### src/hw/rtl/ttpt_pkg.sv
// ----------------------------------------------------------------------------
// ttpt_pkg
// Shared types and constants of the timed travel position tracker: request
// and motion codes, fixed field widths and the divider status bundle.
// ----------------------------------------------------------------------------
package ttpt_pkg;

    // Fixed field widths.
    localparam int REQ_W     = 3;
    localparam int ELAPSED_W = 32;
    localparam int TRAVEL_W  = 16;
    localparam int POS_W     = 23;

    // Elapsed time times 100 needs seven more bits.
    localparam int NUM_W     = ELAPSED_W + 7;

    // Travel time in microseconds: 16 bits times a 20-bit constant.
    localparam int US_W      = 20;
    localparam int DEN_W     = TRAVEL_W + US_W;
    localparam logic [US_W-1:0] US_PER_SEC = 20'd1000000;

    // The travel time is scaled to microseconds one 4-bit digit per cycle.
    localparam int DIGIT_W    = 4;
    localparam int DEN_DIGITS = TRAVEL_W / DIGIT_W;
    localparam int PROD_W     = US_W + DIGIT_W;

    // Travel time after reset, in seconds.
    localparam logic [TRAVEL_W-1:0] TRAVEL_RESET = 16'd30;

    // Request codes; unused codes behave as a plain update.
    localparam logic [REQ_W-1:0] REQ_UPDATE = 3'd0;
    localparam logic [REQ_W-1:0] REQ_OPEN   = 3'd1;
    localparam logic [REQ_W-1:0] REQ_CLOSE  = 3'd2;
    localparam logic [REQ_W-1:0] REQ_STOP   = 3'd3;
    localparam logic [REQ_W-1:0] REQ_SET    = 3'd4;

    // Motion mode.
    typedef enum logic [1:0] {
        MODE_IDLE    = 2'd0,
        MODE_OPENING = 2'd1,
        MODE_CLOSING = 2'd2
    } mode_t;

    // Status returned by the divider for one travel step.
    typedef struct packed {
        logic done;       // quotient is final (one-cycle pulse)
        logic saturated;  // quotient exceeded the quotient register
    } div_stat_t;

endpackage

### src/hw/rtl/ttpt_div.sv
// ----------------------------------------------------------------------------
// ttpt_div
// Travel step divider. Computes floor(elapsed * 100 * 2^F / (travel * 1e6))
// digit-serially: the divisor is built one 4-bit digit of the travel time
// per cycle, then a restoring division shifts in one dividend bit per cycle.
// ----------------------------------------------------------------------------
module ttpt_div
    import ttpt_pkg::*;
#(
    parameter int FRACTION_BITS = 16
)
(
    input  logic                       clk,
    input  logic                       rst_n,
    input  logic                       start,
    input  logic [ELAPSED_W-1:0]       elapsed,
    input  logic [TRAVEL_W-1:0]        travel,
    output logic [FRACTION_BITS+6:0]   quotient,
    output div_stat_t                  stat
);

    localparam int QW    = FRACTION_BITS + 7;
    localparam int STEPS = NUM_W + FRACTION_BITS;
    localparam int CNT_W = $clog2(STEPS);
    localparam int DIG_CNT_W = $clog2(DEN_DIGITS);

    typedef enum logic [2:0] {
        D_IDLE = 3'b001,
        D_DEN  = 3'b010,
        D_DIV  = 3'b100
    } dstate_t;

    dstate_t              state_reg, state_next;
    logic [NUM_W-1:0]     num_reg, num_next;
    logic [TRAVEL_W-1:0]  travel_reg, travel_next;
    logic [DEN_W-1:0]     den_reg, den_next;
    logic [DEN_W-1:0]     rem_reg, rem_next;
    logic [QW-1:0]        q_reg, q_next;
    logic                 sat_reg, sat_next;
    logic                 done_reg, done_next;
    logic [CNT_W-1:0]     step_reg, step_next;
    logic [DIG_CNT_W-1:0] dig_reg, dig_next;

    logic [DIGIT_W-1:0]   digit;
    logic [PROD_W-1:0]    digit_prod;
    logic [DEN_W:0]       rem_shift;
    logic [DEN_W+1:0]     diff;
    logic [NUM_W-1:0]     elapsed_ext;

    // Partial product of one travel time digit with the microsecond scale.
    assign digit      = travel_reg[TRAVEL_W-1 -: DIGIT_W];
    assign digit_prod = PROD_W'(digit) * PROD_W'(US_PER_SEC);

    // Trial subtraction of one restoring division step.
    assign rem_shift  = {rem_reg, num_reg[NUM_W-1]};
    assign diff       = {1'b0, rem_shift} - {2'b00, den_reg};

    assign elapsed_ext = NUM_W'(elapsed);

    // Sequencer and datapath next-state logic.
    always_comb
    begin
        state_next  = state_reg;
        num_next    = num_reg;
        travel_next = travel_reg;
        den_next    = den_reg;
        rem_next    = rem_reg;
        q_next      = q_reg;
        sat_next    = sat_reg;
        done_next   = 1'b0;
        step_next   = step_reg;
        dig_next    = dig_reg;

        unique case (state_reg)
            D_IDLE:
            begin
                if (start)
                begin
                    // 100 = 64 + 32 + 4
                    num_next    = (elapsed_ext << 6) + (elapsed_ext << 5)
                                + (elapsed_ext << 2);
                    travel_next = travel;
                    den_next    = '0;
                    dig_next    = '0;
                    state_next  = D_DEN;
                end
            end
            D_DEN:
            begin
                den_next    = (den_reg << DIGIT_W) + DEN_W'(digit_prod);
                travel_next = travel_reg << DIGIT_W;
                dig_next    = dig_reg + 1'b1;
                if (dig_reg == DIG_CNT_W'(DEN_DIGITS - 1))
                begin
                    rem_next   = '0;
                    q_next     = '0;
                    sat_next   = 1'b0;
                    step_next  = '0;
                    state_next = D_DIV;
                end
            end
            D_DIV:
            begin
                // Zeros shift in behind the numerator: the 2^F scaling.
                num_next = num_reg << 1;
                if (!diff[DEN_W+1])
                begin
                    rem_next = diff[DEN_W-1:0];
                end
                else
                begin
                    rem_next = rem_shift[DEN_W-1:0];
                end
                q_next    = {q_reg[QW-2:0], ~diff[DEN_W+1]};
                sat_next  = sat_reg | q_reg[QW-1];
                step_next = step_reg + 1'b1;
                if (step_reg == CNT_W'(STEPS - 1))
                begin
                    done_next  = 1'b1;
                    state_next = D_IDLE;
                end
            end
            default:
            begin
                state_next = D_IDLE;
            end
        endcase
    end

    // Control registers.
    always_ff @(posedge clk or negedge rst_n)
    begin
        if (!rst_n)
        begin
            state_reg <= D_IDLE;
            done_reg  <= 1'b0;
            step_reg  <= '0;
            dig_reg   <= '0;
        end
        else
        begin
            state_reg <= state_next;
            done_reg  <= done_next;
            step_reg  <= step_next;
            dig_reg   <= dig_next;
        end
    end

    // Datapath registers.
    always_ff @(posedge clk)
    begin
        num_reg    <= num_next;
        travel_reg <= travel_next;
        den_reg    <= den_next;
        rem_reg    <= rem_next;
        q_reg      <= q_next;
        sat_reg    <= sat_next;
    end

    assign quotient       = q_reg;
    assign stat.done      = done_reg;
    assign stat.saturated = sat_reg;

endmodule

### src/hw/rtl/timed_travel_position_tracker.sv
// ----------------------------------------------------------------------------
// timed_travel_position_tracker
// Dead-reckoning position of a blind from motor run time. Keeps the motion
// mode and a fixed-point percent position, advancing it on every request but
// set position by the time elapsed while moving.
//
//   Channel  | Handshake                    | Payload
//   ---------+------------------------------+----------------------------------
//   item     | item_valid / item_stall      | req_type, elapsed_us, new_position
//   result   | result_valid / result_stall  | position_out, motion_out, is_moving
//   config   | cfg_we                       | cfg_wdata (travel time, seconds)
//
// A transaction that advances the position presents its result after the
// divider scales the travel time digit by digit, runs one restoring division
// step per dividend bit and hands over the quotient, and the result is then
// registered. Other transactions pass through the apply state and register
// their result there once the result register is free. One transaction is in
// flight at a time; the result register lets the next one be accepted while a
// result waits. A stalled result holds the final update until the result
// register frees up. Reset clears the position to closed, the mode to idle and
// the travel time to 30 seconds.
// ----------------------------------------------------------------------------
module timed_travel_position_tracker
    import ttpt_pkg::*;
#(
    parameter int FRACTION_BITS = 16
)
(
    input  logic                   clk,
    input  logic                   rst_n,
    // item channel
    input  logic                   item_valid,
    output logic                   item_stall,
    input  logic [REQ_W-1:0]       req_type,
    input  logic [ELAPSED_W-1:0]   elapsed_us,
    input  logic [POS_W-1:0]       new_position,
    // result channel
    output logic                   result_valid,
    input  logic                   result_stall,
    output logic [POS_W-1:0]       position_out,
    output logic [1:0]             motion_out,
    output logic                   is_moving,
    // configuration
    input  logic                   cfg_we,
    input  logic [TRAVEL_W-1:0]    cfg_wdata
);

    localparam int QW = FRACTION_BITS + 7;
    localparam int CW = (QW > POS_W) ? QW : POS_W;
    localparam logic [QW-1:0] POS_FULL   = QW'(100) << FRACTION_BITS;
    localparam logic [QW-1:0] POS_HALF   = QW'(1) << (FRACTION_BITS - 1);
    localparam logic [QW-1:0] POS_MARGIN = QW'(199) << (FRACTION_BITS - 1);

    typedef enum logic [2:0] {
        S_IDLE  = 3'b001,
        S_WAIT  = 3'b010,
        S_APPLY = 3'b100
    } state_t;

    state_t               state_reg, state_next;
    logic [TRAVEL_W-1:0]  travel_reg;
    logic [QW-1:0]        pos_reg, pos_next;
    mode_t                mode_reg, mode_next;
    logic [REQ_W-1:0]     req_reg;
    logic [POS_W-1:0]     newpos_reg;
    logic                 adv_reg, adv_next;
    logic                 result_valid_reg;
    logic [POS_W-1:0]     position_out_reg;
    logic [1:0]           motion_out_reg;
    logic                 is_moving_reg;

    logic                 item_accept;
    logic                 out_free;
    logic                 apply_fire;
    logic                 div_start;
    logic [QW-1:0]        div_q;
    div_stat_t            div_stat;

    logic [QW-1:0]        room;
    logic [QW-1:0]        adv_pos;
    mode_t                adv_mode;
    logic [CW-1:0]        newpos_ext;
    logic [CW-1:0]        pos_ext;

    assign item_accept = item_valid && !item_stall;
    assign out_free    = !result_valid_reg || !result_stall;
    assign apply_fire  = (state_reg == S_APPLY) && out_free;
    assign div_start   = item_accept && (req_type != REQ_SET)
                         && (mode_reg != MODE_IDLE) && (travel_reg != '0);
    assign item_stall  = (state_reg != S_IDLE);

    // Travel step divider.
    ttpt_div #(
        .FRACTION_BITS (FRACTION_BITS)
    ) u_div (
        .clk      (clk),
        .rst_n    (rst_n),
        .start    (div_start),
        .elapsed  (elapsed_us),
        .travel   (travel_reg),
        .quotient (div_q),
        .stat     (div_stat)
    );

    // Transaction sequencing.
    always_comb
    begin
        state_next = state_reg;
        adv_next   = adv_reg;
        unique case (state_reg)
            S_IDLE:
            begin
                if (item_accept)
                begin
                    adv_next   = div_start;
                    state_next = div_start ? S_WAIT : S_APPLY;
                end
            end
            S_WAIT:
            begin
                if (div_stat.done)
                begin
                    state_next = S_APPLY;
                end
            end
            S_APPLY:
            begin
                if (out_free)
                begin
                    state_next = S_IDLE;
                end
            end
            default:
            begin
                state_next = S_IDLE;
            end
        endcase
    end

    // Position advance with saturation and end-of-travel snapping.
    always_comb
    begin
        room     = POS_FULL - pos_reg;
        adv_pos  = pos_reg;
        adv_mode = mode_reg;
        if (adv_reg)
        begin
            if (mode_reg == MODE_OPENING)
            begin
                adv_pos = (div_stat.saturated || div_q >= room) ? POS_FULL
                                                                : pos_reg + div_q;
                if (adv_pos >= POS_MARGIN)
                begin
                    adv_pos  = POS_FULL;
                    adv_mode = MODE_IDLE;
                end
            end
            else
            begin
                adv_pos = (div_stat.saturated || div_q >= pos_reg) ? '0
                                                                   : pos_reg - div_q;
                if (adv_pos <= POS_HALF)
                begin
                    adv_pos  = '0;
                    adv_mode = MODE_IDLE;
                end
            end
        end
    end

    // Request decode on top of the advanced state.
    always_comb
    begin
        newpos_ext = CW'(newpos_reg);
        pos_next   = adv_pos;
        mode_next  = adv_mode;
        priority if (req_reg == REQ_SET)
        begin
            pos_next  = (newpos_ext > CW'(POS_FULL)) ? POS_FULL : newpos_ext[QW-1:0];
            mode_next = mode_reg;
        end
        else if (req_reg == REQ_OPEN)
        begin
            mode_next = MODE_OPENING;
        end
        else if (req_reg == REQ_CLOSE)
        begin
            mode_next = MODE_CLOSING;
        end
        else if (req_reg == REQ_STOP)
        begin
            mode_next = MODE_IDLE;
        end
        else
        begin
            mode_next = adv_mode;
        end
        pos_ext = CW'(pos_next);
    end

    // Control and state registers.
    always_ff @(posedge clk or negedge rst_n)
    begin
        if (!rst_n)
        begin
            state_reg        <= S_IDLE;
            travel_reg       <= TRAVEL_RESET;
            pos_reg          <= '0;
            mode_reg         <= MODE_IDLE;
            adv_reg          <= 1'b0;
            result_valid_reg <= 1'b0;
        end
        else
        begin
            state_reg <= state_next;
            adv_reg   <= adv_next;
            if (cfg_we)
            begin
                travel_reg <= cfg_wdata;
            end
            if (apply_fire)
            begin
                pos_reg  <= pos_next;
                mode_reg <= mode_next;
            end
            if (apply_fire)
            begin
                result_valid_reg <= 1'b1;
            end
            else if (!result_stall)
            begin
                result_valid_reg <= 1'b0;
            end
        end
    end

    // Captured request and result payload.
    always_ff @(posedge clk)
    begin
        if (item_accept)
        begin
            req_reg    <= req_type;
            newpos_reg <= new_position;
        end
        if (apply_fire)
        begin
            position_out_reg <= pos_ext[POS_W-1:0];
            motion_out_reg   <= mode_next;
            is_moving_reg    <= (mode_next != MODE_IDLE);
        end
    end

    assign result_valid = result_valid_reg;
    assign position_out = position_out_reg;
    assign motion_out   = motion_out_reg;
    assign is_moving    = is_moving_reg;

    // The position never passes fully open.
    a_pos_bound: assert property (@(posedge clk) disable iff (!rst_n)
        pos_reg <= POS_FULL)
        else $error("position beyond fully open");

    // The moving flag agrees with the reported mode.
    a_moving_flag: assert property (@(posedge clk) disable iff (!rst_n)
        result_valid_reg |-> (is_moving_reg == (motion_out_reg != MODE_IDLE)))
        else $error("moving flag disagrees with motion mode");

    // A new result appears only from the final update step.
    a_result_source: assert property (@(posedge clk) disable iff (!rst_n)
        $rose(result_valid_reg) |-> $past(state_reg == S_APPLY))
        else $error("result raised outside the update step");

    // The divider only reports completion while a transaction waits on it.
    a_div_done: assert property (@(posedge clk) disable iff (!rst_n)
        div_stat.done |-> (state_reg == S_WAIT))
        else $error("divider finished with no transaction waiting");

endmodule
### config.mk
export PLATFORM = sky130hd
export DESIGN_NAME = timed_travel_position_tracker
export DESIGN_NICKNAME = d
export VERILOG_FILES = /design/src/hw/rtl/ttpt_pkg.sv /design/src/hw/rtl/ttpt_div.sv /design/src/hw/rtl/timed_travel_position_tracker.sv
export SDC_FILE = /design/constraint.sdc
export NUM_CORES = 1
export LEC_CHECK = 0
export ABC_AREA = 1
export BUFFER_PORTS_ARGS = -buffer_cell sky130_fd_sc_hd__buf_2
export CAP_MARGIN = 40
export CORE_MARGIN = 2
export CORE_UTILIZATION = 40
export CTS_BUF_LIST = sky130_fd_sc_hd__clkbuf_16
export DETAILED_ROUTE_END_ITERATION = 10
export GPL_TIMING_DRIVEN = 0
export PLACE_DENSITY_LB_ADDON = 0.3
export SLEW_MARGIN = 20
export SYNTH_ARGS = -nofsm -noshare
export SYNTH_HDL_FRONTEND = slang
export SYNTH_SLANG_ARGS = --single-unit
### constraint.sdc
create_clock -name clk -period 9.05 [get_ports clk]
set_input_delay 1.81 -clock clk [delete_from_list [all_inputs] [get_ports clk]]
set_output_delay 1.81 -clock clk [all_outputs]
set_load 0.005 [all_outputs]
==> summary.md, run 1 <==
| Metric | Value |
|---|---|
| Clk_lat worst skew | `0.57 ns` |
| Vias per cell | `5.19` |
| Status | `completed` |
| Worst Path Arrival | `6.96 ns` |
| Power Density | `275 nW/um2` |
| Asr flop ratio synth | `22.9%` |
| Synthesis-to-finish area growth | `12.0%` |
| Crit share post-route | `73.4%` |
| WL/cell | `17.0 um` |
| Crit-path slowest cell | `dfrtp_1` |
| Xor/xnor cell area share of the yosys netlist | `2.61%` |
| Hold Slack | `0.520 ns` |
| Setup Skew | `0.0109 ns` |
| Gates resized, CTS repair | `0` |
| Final setup vio count | `0` |
| First-pass GRT wire length | `96100 um` |
| ANT cells | `0` |
| Synth Area in Compound Gates | `12.1%` |
| Post-synthesis adder-cell area fraction | `13.8%` |
| Worst Path Max Fanout | `10` |
| Top-area cell type share of the netlist area | `28.1%` |
| Finished Layout Cells | `3599` |
| Setup TNS | `0 ns` |
| Layout cells sized above 1 | `9.80%` |
| Pleak | `11.1 nW` |
| Main combinational cell family by area after synthesis | `simple AND/OR/NAND/NOR gates` |
| # clock sinks | `253` |
| Most frequent cell after synthesis | `nand2_1` |
| Commonest register cell after synthesis | `edfxtp_1` |
| Total of max-cap violations | `0` |
| Post-synth top cells | `nand2_1 (697), inv_1 (411), nor2_1 (247), a21oi_1 (219), edfxtp_1 (195)` |
| Die area | `53900 um2` |
| Max reg flops | `37` |
| Kind of critical path | `flop to flop` |
| PortBufs | `105` |
| Synth area leader | `edfxtp_1` |
| Dominant cells by area after synthesis | `edfxtp_1 (28%), nand2_1 (13%), ha_1 (10%)` |
| Yosys warns | `0` |
| Gpl congestion | `0.987` |
| Clock tree buffer depth | `3` |
| Power, Total | `6.40 mW` |
| Unrepaired setup endpoints after global routing | `false` |
| FMAX | `150 MHz` |
| Worst r2r src | `pos_reg[1]` |
| Final design utilization | `45.3%` |
| Least-Margin Pin Slew | `0.818 ns` |
| Antenna violations before repair | `0` |
| Post-CTS Hold Fix Bufs | `0` |
| Hold path endpoint | `u_div.num_reg[3]` |
| Vias in the first global route | `18100` |
| Vias | `18700` |
| Post-synthesis mux area share | `0.216%` |
| Largest net degree at the start of global routing | `53` |
| R2R cell count | `36` |
| Drt initial violations | `1280` |
| First-pass iteration count of the detailed router | `6` |
| Crit path time final | `6.65 ns` |
| Core ar. | `51400 um2` |
| Final Hold Fails | `0` |
| Layout filler cell count | `5227` |
| Yosys reg bits | `253` |
| Slew Limit Fails | `0` |
| CP max stage delay | `0.51 ns` |
| # H-tree levels | `1` |
| Worst hold start | `u_div.num_reg[2]` |
| Crit path required time | `9.37 ns` |
| Initial core utilization | `40.5%` |
| Simple-Gate Fraction of Synth Area | `26.4%` |
| WL final | `61100 um` |
| CTS tree | `done` |
| Cell area after synthesis | `20800 um2` |
| R2R Setup Slk | `2.40 ns` |
| EDFF count, synth | `195` |
| Synth unique cells | `63` |
| Std cell rows | `83` |
| DP HPWL | `49400 um` |
| Antenna viol nets, final | `0` |
| Slew headroom | `45.0%` |
| Gr ovfl total | `0` |
| Syn nets | `3035` |
| Post-synthesis sequential area ratio | `35.1%` |
| Placed cells | `3543` |
| Worst hold path stage count | `2` |
| Hold Crit Class | `flop to flop` |
| Final net count | `3180` |
| Reg2reg end | `is_moving` |
| Peak VDD IR | `0.329 mV` |
| Worst setup EP type | `flop` |
| Boundary Pins | `107` |
| Die X | `232 um` |
| Syn avg cell area | `7.57 um2` |
| CTS Buf Count | `30` |
| Setup Buffers After CTS | `0` |
| GR Util All Layers | `22.5%` |
| Cell count after synthesis | `2750` |
| Die height | `232 um` |
| Clk slew on worst S/H paths | `0.06 ns` |
| Crit path launch type | `flop` |
| # DRC | `0` |
| Root Buffer | `clkbuf_16` |
power by group:
part / internal [mW] / switching [mW]
Clock: 0.678 / 0.514
Combinational: 1.17 / 2.24
Sequential: 1.60 / 0.211
Total: 3.44 / 2.96
cell usage in the layout (no fill, tap or decap), types with 40 or more instances in the layout:
cell,n
edfxtp_1,195
dfrtp_1,52
nor3_1,40
nand4_1,46
nand2_1,694
buf_2,119
ha_1,168
a21oi_1,219
nor2_1,246
nand3_1,158
o21ai_0,144
inv_1,415
worst max-delay path by stage:
stage,start,endpoint,slack (ns),cells past startpoint
after floorplan,result_stall,u_div.den_reg[10],3.67,8
after global placement,result_stall,u_div.den_reg[24],2.02,9
after detailed placement,pos_reg[1],is_moving,2.43,36
after CTS,pos_reg[1],is_moving,2.40,36
after global routing,pos_reg[1],is_moving,1.93,36
final,pos_reg[1],is_moving,2.40,36
through the flow:
step,worst slack [ns],instance area [um2]
after global routing,1.93,23300
after CTS,2.40,23300
after global placement,2.02,22200
after floorplan,3.67,20800
after detailed placement,2.43,22300
final,2.40,23300
cells by family after synthesis:
family / Yosys count
muxes: 4
buffers and inverters: 484
adders and majority gates: 206
AOI/OAI and AO/OA: 461
DFF: 253
xor gates and xnor gates: 62
and+or+nand+nor: 1280
worst max-delay path, delay by kind of cell, from the launching register on:
family	cells	cell delay (ns)
buffers and inverters	3	0.59
adders and majority gates	2	0.45
xor gates and xnor gates	1	0.12
DFF	1	0.51
and+or+nand+nor	29	4.55
AOI/OAI and AO/OA	1	0.13
layer usage:
layer  share of wire, %  global-route usage (%)  wire (um)
met1                 44                    29.2      27100
met2                 48                    38.8      29000
met3                4.0                    2.20       2430
met4                4.2                    8.55       2540
met5                  0                       0          0
layout make-up:
| cell class | instances | area (um2) | share of cell area [%] |
|---|---|---|---|
| Clock buffer | 31 | 776 | 3.33 |
| Multi-Input combinational cell | 2013 | 11500 | 49.3 |
| Clock inverter | 25 | 185 | 0.794 |
| Buffer | 70 | 459 | 1.97 |
| Sequential cell | 253 | 7310 | 31.4 |
| Timing Repair Buffer | 113 | 666 | 2.86 |
| Inverter | 414 | 1560 | 6.69 |
| Tap cell | 680 | 851 | 3.65 |
Note: power is estimated with default switching activity, not from simulation.
==> run 2: changes to the inputs <==
==> constraint.sdc (replaced) <==
create_clock -name clk -period 5.55 [get_ports clk]
set_input_delay 1.11 -clock clk [delete_from_list [all_inputs] [get_ports clk]]
set_output_delay 1.11 -clock clk [all_outputs]
set_load 0.005 [all_outputs]
==> run 2 against run 1 <==
Effect of this change: worst hold slack got worse by 0.14 ns; global-route usage rose by 0.058 points; utilization rose by 0.39 points; combinational power rose by 66%; via count rose by 0.63%; sequential cell count did not move; die area did not move; total power rose by 65%; clock power rose by 63%; final cell count rose by 0.17%; non-clock buffer count rose by 6.
==> summary.md, run 2 (synthesis gave the netlist of run 1 again) <==
| Metric | Value |
|---|---|
| Status | `completed` |
| Met1 usage | `29.3% (+0.047 points)` |
| Slew headroom | `48.2% (+3.2 points)` |
| Total of max-cap violations | `0 (unchanged)` |
| DP HPWL | `49400 um (unchanged)` |
| Clk slew on worst S/H paths | `0.06 ns (about the same)` |
| Worst Path Arrival | `5.48 ns (-1.48 ns)` |
| Grt peak-use layer | `met2` |
| Clock tree buffer depth | `3 (unchanged)` |
| Slew Limit Fails | `0 (unchanged)` |
| Synthesis-to-finish area growth | `13.0%` |
| Most frequent cells in the layout | `nand2_1 (693), inv_1 (414), nor2_1 (237)` |
| # H-tree levels | `1 (unchanged)` |
| Die area | `53900 um2 (unchanged)` |
| ANT cells | `0 (unchanged)` |
| PortBufs | `105 (unchanged)` |
| Least-Margin Pin Slew | `0.777 ns (-0.0407 ns)` |
| First-pass iteration count of the detailed router | `5 (-1)` |
| Gr ovfl total | `0 (unchanged)` |
| Post-CTS Hold Fix Bufs | `0 (unchanged)` |
| GR Layer Usage met3 | `2.16% (-0.037 points)` |
| First-pass GRT wire length | `96300 um (+0.27%)` |
| Gpl congestion | `0.987 (unchanged)` |
| FMAX | `194 MHz (+29%)` |
| CTS tree | `done` |
| Largest net degree at the start of global routing | `53 (unchanged)` |
| Hold Crit Class | `input pin to async pin` |
| Peak VDD IR | `0.533 mV (+62%)` |
| Final design utilization | `45.7% (+0.39 points)` |
| Crit path launch type | `flop` |
| Design Area, Final | `23500 um2 (+0.86%)` |
| Core ar. | `51400 um2 (unchanged)` |
| Vias in the first global route | `18100 (+0.26%)` |
| Most common cell after layout, fill and taps aside | `nand2_1` |
| GR Util All Layers | `22.6% (+0.058 points)` |
| Die height | `232 um (unchanged)` |
| Final net count | `3186 (+0.19%)` |
| Die X | `232 um (unchanged)` |
| Vias per cell | `5.21 (+0.46%)` |
| Max reg flops | `37 (unchanged)` |
| Kind of critical path | `flop to flop` |
| Antenna viol nets, final | `0 (unchanged)` |
| # DRC | `0 (unchanged)` |
| Worst Path Max Fanout | `10 (unchanged)` |
| WL final | `61300 um (+0.47%)` |
| Hold Slack | `0.382 ns (-0.138 ns)` |
| Layout cells sized above 1 | `10.9% (+1.1 points)` |
| Crit-path slowest cell | `dfrtp_2` |
| # clock sinks | `253 (unchanged)` |
| Final setup vio count | `0 (unchanged)` |
| Most used cell, CP | `nand2_1` |
| Pleak | `11.1 nW (+0.32%)` |
| Std cell rows | `83 (unchanged)` |
| WL/cell | `17.0 um (+0.30%)` |
| Final Hold Fails | `0 (unchanged)` |
| Power Density | `449 nW/um2 (+63%)` |
| Drt initial violations | `1267 (-1.0%)` |
| CTS Buf Count | `30 (unchanged)` |
| Setup Skew | `0.0113 ns (+0.000447 ns)` |
| Root Buffer | `clkbuf_16` |
| Vias | `18800 (+0.63%)` |
| Met2 usage | `38.8% (about the same)` |
| Clk_lat worst skew | `0.57 ns (about the same)` |
| Antenna violations before repair | `0 (unchanged)` |
| Worst setup EP type | `flop` |
| Boundary Pins | `107 (unchanged)` |
| Area of placed instances | `22300 um2 (unchanged)` |
| CP max stage delay | `0.48 ns (-0.03 ns)` |
| Crit share post-route | `93.0% (+20 points)` |
| Initial core utilization | `40.5% (unchanged)` |
| Crit path time final | `5.16 ns (-1.49 ns)` |
| Crit path required time | `5.87 ns (-3.50 ns)` |
| Unrepaired setup endpoints after global routing | `false` |
-- run 2: cell types whose count changed in the layout (fill, tap and decap cells not counted), sizes merged --
| cell | delta |
|---|---|
| buf | +6 |
-- run 2: timing repair --
| action | in CTS | in global routing |
|---|---|---|
| endpoints found under the setup margin | 47 | 45 |
| pin swaps | 5 | 7 |
| setup buffers | 3 | 3 |
| gates resized for setup | 16 | 24 |
-- run 2: final timing paths --
kind                             startpoint                 to  slack (ns)  cells past startpoint
setup / recovery                 pos_reg[2]          is_moving        0.39                     34
hold / removal                        rst_n  u_div.step_reg[5]        0.38                      1
setup reg to reg                 pos_reg[2]          is_moving        0.39                     34
hold reg to reg            u_div.num_reg[5]   u_div.num_reg[6]        0.52                      2
max in group asynchronous             rst_n       state_reg[0]        4.59                      2
min in group clk           u_div.num_reg[5]   u_div.num_reg[6]        0.52                      2
-- run 2: final cells by class --
| type | count | area (um2) |
|---|---|---|
| Buffer | 70 | 469 |
| Clock buffer | 31 | 776 |
| Clock inverter | 25 | 185 |
| Fill cell | 5216 | 27900 |
| Inverter | 414 | 1560 |
| Multi-Input combinational cell | 2013 | 11600 |
| Sequential cell | 253 | 7320 |
| Tap cell | 680 | 851 |
| Timing Repair Buffer | 119 | 711 |
-- run 2: metrics by stage --
stage / setup slack (ns) / cells / TNS [ns] / power, mW
after global placement: -1.05 / 3535 / -91.08 / 8.33
after floorplan: 0.870 / 2750 / 0 / 6.81
after global routing: 0.00573 / 3605 / 0 / 11.4
final: 0.390 / 3605 / 0 / 10.5
after CTS: 0.0114 / 3602 / 0 / 10.5
after detailed placement: -1.07 / 3543 / -41.20 / 8.48
-- run 2: per-layer routing --
metal | routed length [um] | vias to the layer above
li1 | - | 9400
met1 | 27100 | 8817
met2 | 29200 | 462
met3 | 2400 | 116
met4 | 2670 | 0
met5 | 0 | -
-- run 2: critical path, delay by kind of cell (launching register included) --
family | cells | cell delay, ns
buffers and inverters | 3 | 0.30
flip-flops | 1 | 0.48
adder cells (fa/ha/maj) | 1 | 0.22
AO/OA/AOI/OAI | 2 | 0.25
AND/OR/NAND/NOR | 28 | 3.61
-- run 2: report_power, final --
part	leakage, nW	switching [mW]	internal (mW)
clock	0.473	0.838	1.11
combinational	8.24	3.70	1.94
sequential	2.42	0.353	2.61
total	11.1	4.90	5.65
==> run 3: changes to the inputs <==
--- a/config.mk
+++ b/config.mk
@@ -14,7 +14,6 @@
 export DETAILED_ROUTE_END_ITERATION = 10
 export GPL_TIMING_DRIVEN = 0
 export PLACE_DENSITY_LB_ADDON = 0.3
-export SLEW_MARGIN = 20
 export SYNTH_ARGS = -nofsm -noshare
 export SYNTH_HDL_FRONTEND = slang
 export SYNTH_SLANG_ARGS = --single-unit
==> constraint.sdc (replaced) <==
create_clock -name clk -period 6.5 [get_ports clk]
set_input_delay 1.3 -clock clk [delete_from_list [all_inputs] [get_ports clk]]
set_output_delay 1.3 -clock clk [all_outputs]
set_load 0.005 [all_outputs]
==> run 3 against run 2 <==
Effect of this change: critical endpoint unchanged; via count fell by 0.30%; count of clock-buffer cells in the layout unchanged; sequential share of layout area up 0.29 points; worst hold slack better by 0.14 ns.
==> summary.md, run 3 (synthesis gave the netlist of run 1 again) <==
| Metric | Value |
|---|---|
| Setup TNS | `0 ns (unchanged)` |
| Most used cell, CP | `nand2_1` |
| Total of max-cap violations | `0 (unchanged)` |
| Worst r2r src | `pos_reg[1]` |
| Setup Skew | `0.0148 ns (+0.00347 ns)` |
| Vias per cell | `5.21 (about the same)` |
| Antenna violations before repair | `1 (+1)` |
| # DRC | `0 (unchanged)` |
| R2R cell count | `36 (+5.9%)` |
| CP max stage delay | `0.52 ns (+0.04 ns)` |
| ANT cells | `0 (unchanged)` |
| Crit path launch type | `flop` |
| DP HPWL | `49100 um (-0.57%)` |
| Die height | `232 um (unchanged)` |
| Slew Limit Fails | `0 (unchanged)` |
| WL/cell | `17.0 um (about the same)` |
| Setup Buffers After CTS | `0 (-3)` |
| Largest net degree at the start of global routing | `59 (+11%)` |
| Final setup vio count | `0 (unchanged)` |
| Most common cell after layout, fill and taps aside | `nand2_1` |
| Worst setup EP type | `flop` |
| CTS tree | `done` |
| Die area | `53900 um2 (unchanged)` |
| WL final | `61200 um (-0.20%)` |
| Std cell rows | `83 (unchanged)` |
| Vias | `18700 (-0.30%)` |
| Crit path time final | `6.07 ns (+0.906 ns)` |
| Post-CTS Hold Fix Bufs | `0 (unchanged)` |
| Layout cells sized above 1 | `9.77% (-1.1 points)` |
| Power Density | `384 nW/um2 (-14%)` |
| Crit share post-route | `93.3% (+0.34 points)` |
| # clock sinks | `253 (unchanged)` |
| Least-Margin Pin Slew | `0.855 ns (+0.0774 ns)` |
| Worst Path Max Fanout | `10 (unchanged)` |
| Worst hold start | `u_div.num_reg[31]` |
| Peak VDD IR | `0.323 mV (-39%)` |
| Kind of critical path | `flop to flop` |
| Hold Crit Class | `flop to flop` |
| Synthesis-to-finish area growth | `11.9%` |
| Gpl congestion | `0.987 (unchanged)` |
| Drt initial violations | `1324 (+4.5%)` |
| Final Hold Fails | `0 (unchanged)` |
| CTS Buf Count | `30 (unchanged)` |
| First-pass GRT wire length | `96000 um (-0.34%)` |
| Final net count | `3178 (-0.25%)` |
| Pleak | `11.1 nW (-0.25%)` |
| Initial core utilization | `40.5% (unchanged)` |
| Die X | `232 um (unchanged)` |
| GR Util All Layers | `22.5% (-0.10 points)` |
| # H-tree levels | `1 (unchanged)` |
| Max reg flops | `37 (unchanged)` |
| Crit path required time | `6.82 ns (+0.95 ns)` |
| Clock tree buffer depth | `3 (unchanged)` |
| Antenna viol nets, final | `0 (unchanged)` |
| Slew headroom | `42.8% (-5.4 points)` |
| Core ar. | `51400 um2 (unchanged)` |
| First-pass iteration count of the detailed router | `6 (+1)` |
| Clk slew on worst S/H paths | `0.06 ns (about the same)` |
| Clk_lat worst skew | `0.58 ns (about the same)` |
| FMAX | `165 MHz (-15%)` |
| PortBufs | `105 (unchanged)` |
| Final design utilization | `45.3% (-0.44 points)` |
| Status | `completed` |
| Crit-path slowest cell | `dfrtp_1` |
| Worst Path Arrival | `6.39 ns (+0.91 ns)` |
| Root Buffer | `clkbuf_16` |
| Most frequent cells in the layout | `nand2_1 (694), inv_1 (418), nor2_1 (244)` |
| Vias in the first global route | `18000 (-0.75%)` |
| Worst hold path stage count | `2` |
| Gr ovfl total | `0 (unchanged)` |
| Boundary Pins | `107 (unchanged)` |
| Setup crit start | `pos_reg[1]` |
-- run 3: final timing paths --
path	end	slack, ns
worst max register to register	is_moving	0.43
max in group asynchronous	u_div.step_reg[2]	5.11
min in group asynchronous	pos_reg[4]	0.79
worst min-delay path	u_div.num_reg[32]	0.52
worst min register to register	u_div.num_reg[32]	0.52
worst max-delay path	is_moving	0.43
-- run 3: final cells by class --
cell class,count,area [um2]
Buffer,70,462
Clock buffer,31,776
Clock inverter,25,200
Fill cell,5221,28100
Inverter,414,1560
Multi-Input combinational cell,2013,11500
Sequential cell,253,7310
Tap cell,680,851
Timing Repair Buffer,111,606
-- run 3: worst max-delay path, delay by kind of cell (launching register included) --
family                     cells  cell delay, ns
buffers and inverters          3            0.51
and+or+nand+nor               29            4.06
adders and majority gates      2            0.45
DFF                            1            0.52
xor gates and xnor gates       1            0.12
AOI/OAI and AO/OA              1            0.13
-- run 3: report_power, final --
part / internal (mW) / switching [mW]
Sequential: 2.23 / 0.297
Combinational: 1.61 / 3.13
Clock: 0.980 / 0.708
-- run 3: per-layer routing --
layer	GRT usage (%)	wire, um	vias up
met4	8.29	2320	2
met2	38.9	29500	461
li1	-	-	9370
met5	0	8	-
met1	29.0	26900	8796
met3	2.25	2470	110
-- run 3: timing repair --
item	4_1_cts	5_1_grt
gates resized for setup	1	5
cloned	0	0
setup endpoints to repair	20	45
-- run 3: through the flow --
stage               setup slack (ns)  instance area (um2)  hold slack (ns)  power [mW]  std cells
floorplan                       1.63                20800            0.464        5.82       2750
detailed placement           -0.0915                22300            0.503        7.21       3541
CTS                           0.0328                23300            0.511        8.93       3597
finish                         0.434                23300            0.518        8.94       3597
global route                 -0.0523                23300            0.536        9.68       3597
global placement              -0.103                22200            0.487        7.12       3535
